File: src/sv/actg_pkg.sv
// ----------------------------------------------------------------------------
// actg_pkg
// Shared types, character codes and tag string tables for the ANSI color
// to HTML converter.
// ----------------------------------------------------------------------------
package actg_pkg;

  localparam int unsigned MaxSegs = 4;

  localparam logic [7:0] ESC_BYTE    = 8'h1B;
  localparam logic [7:0] CH_QUOTE    = 8'h22;
  localparam logic [7:0] CH_AMP      = 8'h26;
  localparam logic [7:0] CH_ZERO     = 8'h30;
  localparam logic [7:0] CH_NINE     = 8'h39;
  localparam logic [7:0] CH_SEMI     = 8'h3B;
  localparam logic [7:0] CH_LT       = 8'h3C;
  localparam logic [7:0] CH_GT       = 8'h3E;
  localparam logic [7:0] CH_LBRACKET = 8'h5B;
  localparam logic [7:0] CH_M        = 8'h6D;

  localparam logic [7:0] ATTR_RESET = 8'd0;
  localparam logic [7:0] ATTR_BLINK = 8'd5;
  localparam logic [7:0] ATTR_FG_LO = 8'd30;
  localparam logic [7:0] ATTR_FG_HI = 8'd37;

  typedef enum logic [4:0] {
    SEG_BYTE,
    SEG_ESC,
    SEG_QUOT,
    SEG_LT,
    SEG_GT,
    SEG_AMP,
    SEG_CLOSE_BLINK,
    SEG_CLOSE_FONT,
    SEG_OPEN_BLINK,
    SEG_FONT_GRAY,
    SEG_FONT_RED,
    SEG_FONT_GREEN,
    SEG_FONT_YELLOW,
    SEG_FONT_BLUE,
    SEG_FONT_FUCHSIA,
    SEG_FONT_AQUA,
    SEG_FONT_WHITE
  } seg_e;

  typedef struct packed {
    seg_e [MaxSegs-1:0] seg;
    logic [7:0]         lit;
    logic [2:0]         count;
  } plan_t;

  function automatic logic [4:0] seg_len(seg_e code);
    logic [4:0] len;
    case (code)
      SEG_BYTE:         len = 5'd1;
      SEG_ESC:          len = 5'd1;
      SEG_QUOT:         len = 5'd5;
      SEG_LT:           len = 5'd3;
      SEG_GT:           len = 5'd3;
      SEG_AMP:          len = 5'd4;
      SEG_CLOSE_BLINK:  len = 5'd8;
      SEG_CLOSE_FONT:   len = 5'd7;
      SEG_OPEN_BLINK:   len = 5'd7;
      SEG_FONT_GRAY:    len = 5'd17;
      SEG_FONT_RED:     len = 5'd16;
      SEG_FONT_GREEN:   len = 5'd18;
      SEG_FONT_YELLOW:  len = 5'd19;
      SEG_FONT_BLUE:    len = 5'd17;
      SEG_FONT_FUCHSIA: len = 5'd20;
      SEG_FONT_AQUA:    len = 5'd17;
      SEG_FONT_WHITE:   len = 5'd18;
      default:          len = 5'd1;
    endcase
    return len;
  endfunction

  function automatic logic [7:0] seg_char(seg_e code, logic [4:0] idx, logic [7:0] lit);
    logic [159:0] text;
    logic [4:0]   pos;
    logic [7:0]   ch;
    case (code)
      SEG_ESC:          text = 160'(ESC_BYTE);
      SEG_QUOT:         text = 160'("&quot");
      SEG_LT:           text = 160'("&lt");
      SEG_GT:           text = 160'("&gt");
      SEG_AMP:          text = 160'("&amp");
      SEG_CLOSE_BLINK:  text = 160'("</blink>");
      SEG_CLOSE_FONT:   text = 160'("</FONT>");
      SEG_OPEN_BLINK:   text = 160'("<blink>");
      SEG_FONT_GRAY:    text = 160'("<FONT color=gray>");
      SEG_FONT_RED:     text = 160'("<FONT color=red>");
      SEG_FONT_GREEN:   text = 160'("<FONT color=green>");
      SEG_FONT_YELLOW:  text = 160'("<FONT color=yellow>");
      SEG_FONT_BLUE:    text = 160'("<FONT color=blue>");
      SEG_FONT_FUCHSIA: text = 160'("<FONT color=fuchsia>");
      SEG_FONT_AQUA:    text = 160'("<FONT color=aqua>");
      SEG_FONT_WHITE:   text = 160'("<FONT color=white>");
      default:          text = 160'(lit);
    endcase
    pos = 5'(seg_len(code) - 5'd1 - idx);
    ch  = text[{pos, 3'b000} +: 8];
    return ch;
  endfunction

endpackage

File: src/sv/actg_decode.sv
// ----------------------------------------------------------------------------
// actg_decode
// Escape sequence parser and tag state; turns one registered item into a
// short list of output segments.
// ----------------------------------------------------------------------------
module actg_decode (
  input  logic             clk_i,
  input  logic             rst_ni,
  input  logic             take_i,
  input  logic             operation_i,
  input  logic [7:0]       data_byte_i,
  input  logic             line_end_i,
  output actg_pkg::plan_t  plan_o
);

  typedef enum logic [1:0] {
    MODE_TEXT,
    MODE_ESC,
    MODE_OPEN,
    MODE_DIGITS
  } mode_e;

  mode_e      mode_q, mode_d;
  logic [7:0] param_q, param_d;
  logic       font_q, font_d;
  logic       blink_q, blink_d;

  function automatic actg_pkg::seg_e text_seg(logic [7:0] b);
    actg_pkg::seg_e s;
    case (b)
      actg_pkg::CH_QUOTE: s = actg_pkg::SEG_QUOT;
      actg_pkg::CH_LT:    s = actg_pkg::SEG_LT;
      actg_pkg::CH_GT:    s = actg_pkg::SEG_GT;
      actg_pkg::CH_AMP:   s = actg_pkg::SEG_AMP;
      default:            s = actg_pkg::SEG_BYTE;
    endcase
    return s;
  endfunction

  function automatic actg_pkg::seg_e font_seg(logic [2:0] idx);
    actg_pkg::seg_e s;
    case (idx)
      3'd0:    s = actg_pkg::SEG_FONT_GRAY;
      3'd1:    s = actg_pkg::SEG_FONT_RED;
      3'd2:    s = actg_pkg::SEG_FONT_GREEN;
      3'd3:    s = actg_pkg::SEG_FONT_YELLOW;
      3'd4:    s = actg_pkg::SEG_FONT_BLUE;
      3'd5:    s = actg_pkg::SEG_FONT_FUCHSIA;
      3'd6:    s = actg_pkg::SEG_FONT_AQUA;
      default: s = actg_pkg::SEG_FONT_WHITE;
    endcase
    return s;
  endfunction

  logic        is_digit;
  logic [11:0] acc;
  logic        act;
  logic [2:0]  n;

  always_comb begin
    is_digit = data_byte_i inside {[actg_pkg::CH_ZERO:actg_pkg::CH_NINE]};
    acc      = {4'b0, param_q} * 12'd10 + {8'b0, data_byte_i[3:0]};
    act      = 1'b0;
    n        = 3'd0;
    mode_d   = mode_q;
    param_d  = param_q;
    font_d   = font_q;
    blink_d  = blink_q;
    for (int i = 0; i < actg_pkg::MaxSegs; i++) begin
      plan_o.seg[i] = actg_pkg::SEG_BYTE;
    end
    plan_o.lit = data_byte_i;

    if (operation_i) begin
      if (blink_q) begin
        plan_o.seg[n[1:0]] = actg_pkg::SEG_CLOSE_BLINK;
        n = n + 3'd1;
      end
      if (font_q) begin
        plan_o.seg[n[1:0]] = actg_pkg::SEG_CLOSE_FONT;
        n = n + 3'd1;
      end
      mode_d  = MODE_TEXT;
      param_d = 8'd0;
      font_d  = 1'b0;
      blink_d = 1'b0;
    end else if (data_byte_i == 8'd0) begin
      if (line_end_i) begin
        if (mode_q == MODE_ESC) begin
          plan_o.seg[n[1:0]] = actg_pkg::SEG_ESC;
          n = n + 3'd1;
        end
        mode_d  = MODE_TEXT;
        param_d = 8'd0;
      end
    end else begin
      case (mode_q)
        MODE_TEXT: begin
          if (data_byte_i == actg_pkg::ESC_BYTE && !line_end_i) begin
            mode_d = MODE_ESC;
          end else begin
            plan_o.seg[n[1:0]] = text_seg(data_byte_i);
            n = n + 3'd1;
          end
        end
        MODE_ESC: begin
          if (data_byte_i == actg_pkg::CH_LBRACKET) begin
            mode_d  = MODE_OPEN;
            param_d = 8'd0;
          end else begin
            plan_o.seg[n[1:0]] = actg_pkg::SEG_ESC;
            n = n + 3'd1;
            if (data_byte_i == actg_pkg::ESC_BYTE && !line_end_i) begin
              mode_d = MODE_ESC;
            end else begin
              mode_d = MODE_TEXT;
              plan_o.seg[n[1:0]] = text_seg(data_byte_i);
              n = n + 3'd1;
            end
          end
        end
        MODE_OPEN: begin
          if (is_digit) begin
            param_d = {4'b0, data_byte_i[3:0]};
            mode_d  = MODE_DIGITS;
          end else begin
            mode_d = MODE_TEXT;
          end
        end
        default: begin
          if (is_digit) begin
            param_d = (acc > 12'd255) ? 8'd255 : acc[7:0];
          end else begin
            param_d = 8'd0;
            act     = line_end_i ? (data_byte_i == actg_pkg::CH_M) : 1'b1;
            mode_d  = (!line_end_i && data_byte_i == actg_pkg::CH_SEMI) ? MODE_OPEN
                                                                       : MODE_TEXT;
          end
        end
      endcase

      if (act) begin
        if (param_q == actg_pkg::ATTR_BLINK) begin
          if (!blink_q) begin
            blink_d = 1'b1;
            plan_o.seg[n[1:0]] = actg_pkg::SEG_OPEN_BLINK;
            n = n + 3'd1;
          end
        end else if (param_q == actg_pkg::ATTR_RESET ||
                     param_q inside {[actg_pkg::ATTR_FG_LO:actg_pkg::ATTR_FG_HI]}) begin
          if (blink_q) begin
            plan_o.seg[n[1:0]] = actg_pkg::SEG_CLOSE_BLINK;
            n = n + 3'd1;
          end
          if (font_q) begin
            plan_o.seg[n[1:0]] = actg_pkg::SEG_CLOSE_FONT;
            n = n + 3'd1;
          end
          if (param_q == actg_pkg::ATTR_RESET) begin
            font_d  = 1'b0;
            blink_d = 1'b0;
          end else begin
            plan_o.seg[n[1:0]] = font_seg(param_q[2:0] - 3'd6);
            n = n + 3'd1;
            if (blink_q) begin
              plan_o.seg[n[1:0]] = actg_pkg::SEG_OPEN_BLINK;
              n = n + 3'd1;
            end
            font_d = 1'b1;
          end
        end
      end

      if (line_end_i) begin
        mode_d  = MODE_TEXT;
        param_d = 8'd0;
      end
    end
    plan_o.count = n;
  end

  always_ff @(posedge clk_i or negedge rst_ni) begin
    if (!rst_ni) begin
      mode_q  <= MODE_TEXT;
      param_q <= 8'd0;
      font_q  <= 1'b0;
      blink_q <= 1'b0;
    end else if (take_i) begin
      mode_q  <= mode_d;
      param_q <= param_d;
      font_q  <= font_d;
      blink_q <= blink_d;
    end
  end

endmodule

File: src/sv/actg_stream.sv
// ----------------------------------------------------------------------------
// actg_stream
// Holds one segment list and sends its bytes, one per cycle while the output
// is not stalled, through the output register.
// ----------------------------------------------------------------------------
module actg_stream (
  input  logic             clk_i,
  input  logic             rst_ni,
  input  logic             plan_valid_i,
  output logic             plan_ready_o,
  input  actg_pkg::plan_t  plan_i,
  output logic             out_valid_o,
  input  logic             out_ready_i,
  output logic [7:0]       out_byte_o,
  output logic             last_of_run_o
);

  actg_pkg::seg_e [actg_pkg::MaxSegs-1:0] seg_q, seg_d;
  logic [7:0] lit_q, lit_d;
  logic [2:0] nseg_q, nseg_d;
  logic [1:0] seg_idx_q, seg_idx_d;
  logic [4:0] char_idx_q, char_idx_d;
  logic       busy_q, busy_d;
  logic       out_valid_q, out_valid_d;
  logic [7:0] out_byte_q, out_byte_d;
  logic       out_last_q, out_last_d;

  actg_pkg::seg_e cur_seg;
  logic           seg_end;
  logic           run_end;
  logic           out_free;
  logic           emit;
  logic           plan_take;

  always_comb begin
    cur_seg      = seg_q[seg_idx_q];
    seg_end      = (char_idx_q == 5'(actg_pkg::seg_len(cur_seg) - 5'd1));
    run_end      = seg_end && (seg_idx_q == 2'(nseg_q - 3'd1));
    out_free     = !out_valid_q || out_ready_i;
    emit         = busy_q && out_free;
    plan_ready_o = !busy_q || (out_free && run_end);
    plan_take    = plan_valid_i && plan_ready_o;

    seg_d       = seg_q;
    lit_d       = lit_q;
    nseg_d      = nseg_q;
    seg_idx_d   = seg_idx_q;
    char_idx_d  = char_idx_q;
    busy_d      = busy_q;
    out_valid_d = out_valid_q;
    out_byte_d  = out_byte_q;
    out_last_d  = out_last_q;

    if (emit) begin
      out_valid_d = 1'b1;
      out_byte_d  = actg_pkg::seg_char(cur_seg, char_idx_q, lit_q);
      out_last_d  = run_end;
      if (seg_end) begin
        char_idx_d = 5'd0;
        seg_idx_d  = seg_idx_q + 2'd1;
        busy_d     = !run_end;
      end else begin
        char_idx_d = char_idx_q + 5'd1;
      end
    end else if (out_ready_i) begin
      out_valid_d = 1'b0;
    end

    if (plan_take) begin
      seg_d      = plan_i.seg;
      lit_d      = plan_i.lit;
      nseg_d     = plan_i.count;
      seg_idx_d  = 2'd0;
      char_idx_d = 5'd0;
      busy_d     = (plan_i.count != 3'd0);
    end
  end

  always_ff @(posedge clk_i or negedge rst_ni) begin
    if (!rst_ni) begin
      busy_q      <= 1'b0;
      out_valid_q <= 1'b0;
      seg_idx_q   <= 2'd0;
      char_idx_q  <= 5'd0;
      nseg_q      <= 3'd0;
    end else begin
      busy_q      <= busy_d;
      out_valid_q <= out_valid_d;
      seg_idx_q   <= seg_idx_d;
      char_idx_q  <= char_idx_d;
      nseg_q      <= nseg_d;
    end
  end

  always_ff @(posedge clk_i) begin
    seg_q      <= seg_d;
    lit_q      <= lit_d;
    out_byte_q <= out_byte_d;
    out_last_q <= out_last_d;
  end

  assign out_valid_o   = out_valid_q;
  assign out_byte_o    = out_byte_q;
  assign last_of_run_o = out_last_q;

`ifndef SYNTHESIS
  a_idx_in_run: assert property (@(posedge clk_i) disable iff (!rst_ni)
    busy_q |-> ({1'b0, seg_idx_q} < nseg_q))
    else $error("segment index beyond the run");

  a_char_in_seg: assert property (@(posedge clk_i) disable iff (!rst_ni)
    busy_q |-> (char_idx_q < actg_pkg::seg_len(cur_seg)))
    else $error("character index beyond the segment");

  a_empty_plan_idle: assert property (@(posedge clk_i) disable iff (!rst_ni)
    (plan_take && plan_i.count == 3'd0) |=> !busy_q)
    else $error("empty run left the streamer busy");

  a_last_ends_run: assert property (@(posedge clk_i) disable iff (!rst_ni)
    (emit && run_end && !plan_take) |=> (!busy_q && out_last_q))
    else $error("final byte did not close the run");
`endif

endmodule

File: src/sv/ansi_color_to_html_tags_core.sv
// ----------------------------------------------------------------------------
// ansi_color_to_html_tags_core
// Converts text bytes with ANSI color escapes into HTML text bytes.
// ----------------------------------------------------------------------------
// Each item passes through the input register, then the segment register
// feeding the output register. An item producing more than one byte holds
// the byte streamer until its last byte is sent, so input transfers run one
// per cycle while each item yields at most one byte and the output is not
// stalled, and stall otherwise; items yielding no byte leave the streamer
// idle. Reset is asynchronous and clears the parser and tag state.
module ansi_color_to_html_tags_core (
  input  logic       clk_i,
  input  logic       rst_ni,
  input  logic       in_valid_i,
  output logic       in_ready_o,
  input  logic       operation_i,
  input  logic [7:0] data_byte_i,
  input  logic       line_end_i,
  output logic       out_valid_o,
  input  logic       out_ready_i,
  output logic [7:0] out_byte_o,
  output logic       last_of_run_o
);

  logic            item_valid_q, item_valid_d;
  logic            op_q;
  logic [7:0]      byte_q;
  logic            le_q;
  logic            plan_ready;
  logic            in_take;
  actg_pkg::plan_t plan;

  assign in_ready_o = !item_valid_q || plan_ready;
  assign in_take    = in_valid_i && in_ready_o;

  always_comb begin
    item_valid_d = item_valid_q;
    if (in_take) begin
      item_valid_d = 1'b1;
    end else if (plan_ready) begin
      item_valid_d = 1'b0;
    end
  end

  always_ff @(posedge clk_i or negedge rst_ni) begin
    if (!rst_ni) begin
      item_valid_q <= 1'b0;
    end else begin
      item_valid_q <= item_valid_d;
    end
  end

  always_ff @(posedge clk_i) begin
    if (in_take) begin
      op_q   <= operation_i;
      byte_q <= data_byte_i;
      le_q   <= line_end_i;
    end
  end

  actg_decode u_decode (
    .clk_i       (clk_i),
    .rst_ni      (rst_ni),
    .take_i      (item_valid_q && plan_ready),
    .operation_i (op_q),
    .data_byte_i (byte_q),
    .line_end_i  (le_q),
    .plan_o      (plan)
  );

  actg_stream u_stream (
    .clk_i         (clk_i),
    .rst_ni        (rst_ni),
    .plan_valid_i  (item_valid_q),
    .plan_ready_o  (plan_ready),
    .plan_i        (plan),
    .out_valid_o   (out_valid_o),
    .out_ready_i   (out_ready_i),
    .out_byte_o    (out_byte_o),
    .last_of_run_o (last_of_run_o)
  );

endmodule
File: config.mk
export PLATFORM = sky130hd
export DESIGN_NAME = ansi_color_to_html_tags_core
export DESIGN_NICKNAME = d
export VERILOG_FILES = /design/src/sv/actg_pkg.sv /design/src/sv/actg_decode.sv /design/src/sv/actg_stream.sv /design/src/sv/ansi_color_to_html_tags_core.sv
export SDC_FILE = /design/constraint.sdc
export NUM_CORES = 1
export LEC_CHECK = 0
export BUFFER_PORTS_ARGS = -buffer_cell sky130_fd_sc_hd__buf_4
export CORE_ASPECT_RATIO = 1.75
export CORE_MARGIN = 1
export CORE_UTILIZATION = 35
export CTS_CLUSTER_SIZE = 14
export DETAILED_ROUTE_END_ITERATION = 10
export PLACE_DENSITY = 0.55
export SLEW_MARGIN = 20
export SYNTH_ARGS = -nofsm -noshare
export SYNTH_HDL_FRONTEND = slang
export SYNTH_SLANG_ARGS = --single-unit
File: constraint.sdc
create_clock -name clk_i -period 8.55 [get_ports clk_i]
set_input_delay 0.855 -clock clk_i [delete_from_list [all_inputs] [get_ports clk_i]]
set_output_delay 0.855 -clock clk_i [all_outputs]
set_load 0.02 [all_outputs]
==> flow_summary.toml <==
[die]
core_area_um2 = 20900
die_h_um = 195
row_count = 70
die-width_um = 113
io_pins = 25
design.die.area_um2 = 22000
initial_core_util_pct = 35.7

[worst_setup_path]
crit_type = "reg -> out"
path_common_cell = "inv_1"
critical-path-slowest-cell = "or4b_1"
rr_endpoint = "u_stream.out_byte_o[3]$_DFFE_PP_"
cp_num_buf_inv = 4
timing.reg2reg.setup_slack_ns = 2.38
cp-end-kind = "output pin"
r2r_cells = 13
crit_path_max_fanout = 18
r2r-start = "u_stream.seg_idx_q[0]$_DFFE_PN0P_"
crit_required_ns = 7.70
critPathTopFamily = "simple AND/OR/NAND/NOR gates"
arrival_ns = 5.41
critPathMaxStageDelay_ns = 0.71
crit_path_cell_trace = "mux4_1 > inv_1 > ha_1 > inv_1 > or4b_1 > nand2_4 > a21o_1 > inv_1 > ha_1 > nor2b_1 > o21ai_0 > a21oi_2 > o211ai_2 > nand2b_1 > nand3_1 > buf_4"
critPathLaunchType = "flip-flop"

[detailed_routing]
drt_iter0_drc = 719
drt_wl_total_mm = 26.4
drc = 0
dr.pass1.iters = 5
vias = 7223
final_antenna_net_count = 0
vias_per_cell = 6.34
avgRoutedWirePerCell_um = 23.2

[cts]
cts_buffers = 9
cts_root_buf = "clkbuf_16"
clk-insertion-delay-late_ns = 0.35
clk_path_buf_depth = 2
cts-htree-levels = 3
clkSinkCount = 71
cts_resized = 0
cts_tree = "done"
cts_post_setup_buffers_inserted = 0
cts_hold_buffers = 0
path_clk_slew_ns = 0.07

[hold_path]
worstHoldPathType = "in -> async"

[synthesis]
synth_xor_area_share_pct = 3.08
synth-simple-area-share_pct = 21.9
synthTopCellsByArea = "edfxtp_1, ha_1, dfrtp_1"
synth_top_area_share_pct = 18.9
synth.area.mux_share_pct = 5.30
async_reset_ff_share_pct = 33.8
yosysSeqAreaShare_pct = 26.9
synthFlopType = "edfxtp_1"
synth_top_area_cell = "edfxtp_1"
yosysMostFrequentCell = "nand2_1"
synth-edff-count = 47
yosys.area_share.adder_pct = 9.67
syn_nets = 970
synth.distinct_cells = 92
ys_seq_elements = 71
synth_compound_gate_area_share_pct = 27.8
yosysWarnings = 0
synth.avg_cell_area_um2 = 8.31
synth_cells = 900
synth_top_family_by_area = "compound AO/OA/AOI/OAI gates"
syn-cell-area_um2 = 7480
ys_top_cells_by_count = "nand2_1, a21oi_1, nor2_1"

[final_layout]
diodes = 0
drive_gt1_share_pct = 10.9
syn2layout_area_growth_pct = 8.01
nNetsFinal = 953
num-fill-cells = 2142

[job]
cap_violations = 0

[grt]
overflow = 0
grt_pass1_vias = 7168
antenna_found_initial = 0
track_usage_pct = 24.7
grt_pass1_wl_mm = 40.7
grt_max_degree = 51

[placed_design]
port-buffer-count = 24
place.gp.congestion = 0.998
dpl.hpwl_mm = 20.0

[timing]
min_period_ns = 6.26
tightest_slew_ns = 1.10
setup_viol = 0
finClkSkew_ns = 0.0134
slew_headroom_pct = 27.0
timing_hold_violations_final = 0
rsz0062_at_grt = "false"
tns_ns = 0
drv_slew = 0
timing.fmax_mhz = 160
fin_crit_sh_pct = 73.3

[outcome]
status = "complete, no violations"
worst max path at each step:
stage,start,endpoint,slack (ns),cells after the start
2_1_floorplan,u_stream.seg_idx_q[0]$_DFFE_PN0P_,in_ready_o,3.61,17
3_3_place_gp,u_stream.seg_idx_q[0]$_DFFE_PN0P_,u_stream.out_byte_o[3]$_DFFE_PP_,2.67,13
3_5_place_dp,u_stream.seg_idx_q[0]$_DFFE_PN0P_,u_stream.out_byte_o[2]$_DFFE_PP_,2.61,13
4_1_cts,u_stream.seg_idx_q[0]$_DFFE_PN0P_,in_ready_o,2.28,16
5_1_grt,u_stream.seg_idx_q[0]$_DFFE_PN0P_,in_ready_o,1.88,17
6_report,u_stream.seg_idx_q[0]$_DFFE_PN0P_,in_ready_o,2.29,16
layout make-up:
class,count,area [um^2],area share [%]
clock buffers,9,225,2.79
inverters,41,154,1.90
flip-flops and latches,71,2010,24.9
multi-input cells,729,5080,62.9
clock inverters,7,61.3,0.759
well taps,252,315,3.90
repair buffers,31,233,2.88
state kept, by name, indices dropped and copies added, names as in the netlist:
name and count:
u_decode.param_q 8, u_stream.seg_idx_q 2, u_stream.char_idx_q 5, u_stream.out_valid_o 1
u_stream.lit_q 8, u_stream.seg_q 20, u_stream.out_byte_o 8, u_stream.last_of_run_o 1
u_stream.busy_q 1, item_valid_q 1, le_q 1, u_decode.mode_q 2
byte_q 8, u_decode.blink_q 1, u_decode.font_q 1, op_q 1
u_stream.nseg_q 2
metrics by stage:
stage	utilization [%]	hold WS (ns)	instance area [um^2]	setup WS, ns	instances
after global routing	38.6	0.418	8080	1.88	1140
after detailed placement	37.2	0.527	7790	2.61	1124
final	38.6	0.399	8080	2.29	1140
after CTS	38.6	0.401	8070	2.28	1140
after floorplan	-	0.481	7480	3.61	900
after global placement	37.2	0.522	7790	2.67	1124
cell families after synthesis:
logic type | count (synthesis)
flops | 71
fa+ha+maj | 56
mux | 28
buf+inv | 100
xor+xnor | 23
simple gates | 320
compound gates | 302
layout by cell type (no fill, tap or decap), types with 24 or more instances in the layout:
master / instances
edfxtp_1: 47
ha_1: 52
buf_4: 31
nor2_1: 77
nand3_1: 34
nor3_1: 25
a21oi_1: 79
o21ai_0: 60
inv_1: 40
dfrtp_1: 24
nand2_1: 97
metal layers:
layer  routed length (um)  vias to the layer above  GRT usage, %
met5                    0                        -             0
met4                 2080                        0          18.6
met3                  891                      113          2.23
met2                14600                      267          47.9
met1                 8810                     3487          23.6
li1                     -                     3356             -
Power is left out: the tool's default activity adds up to more than one toggle a clock period on the data nets, which glitch-free logic cannot reach.
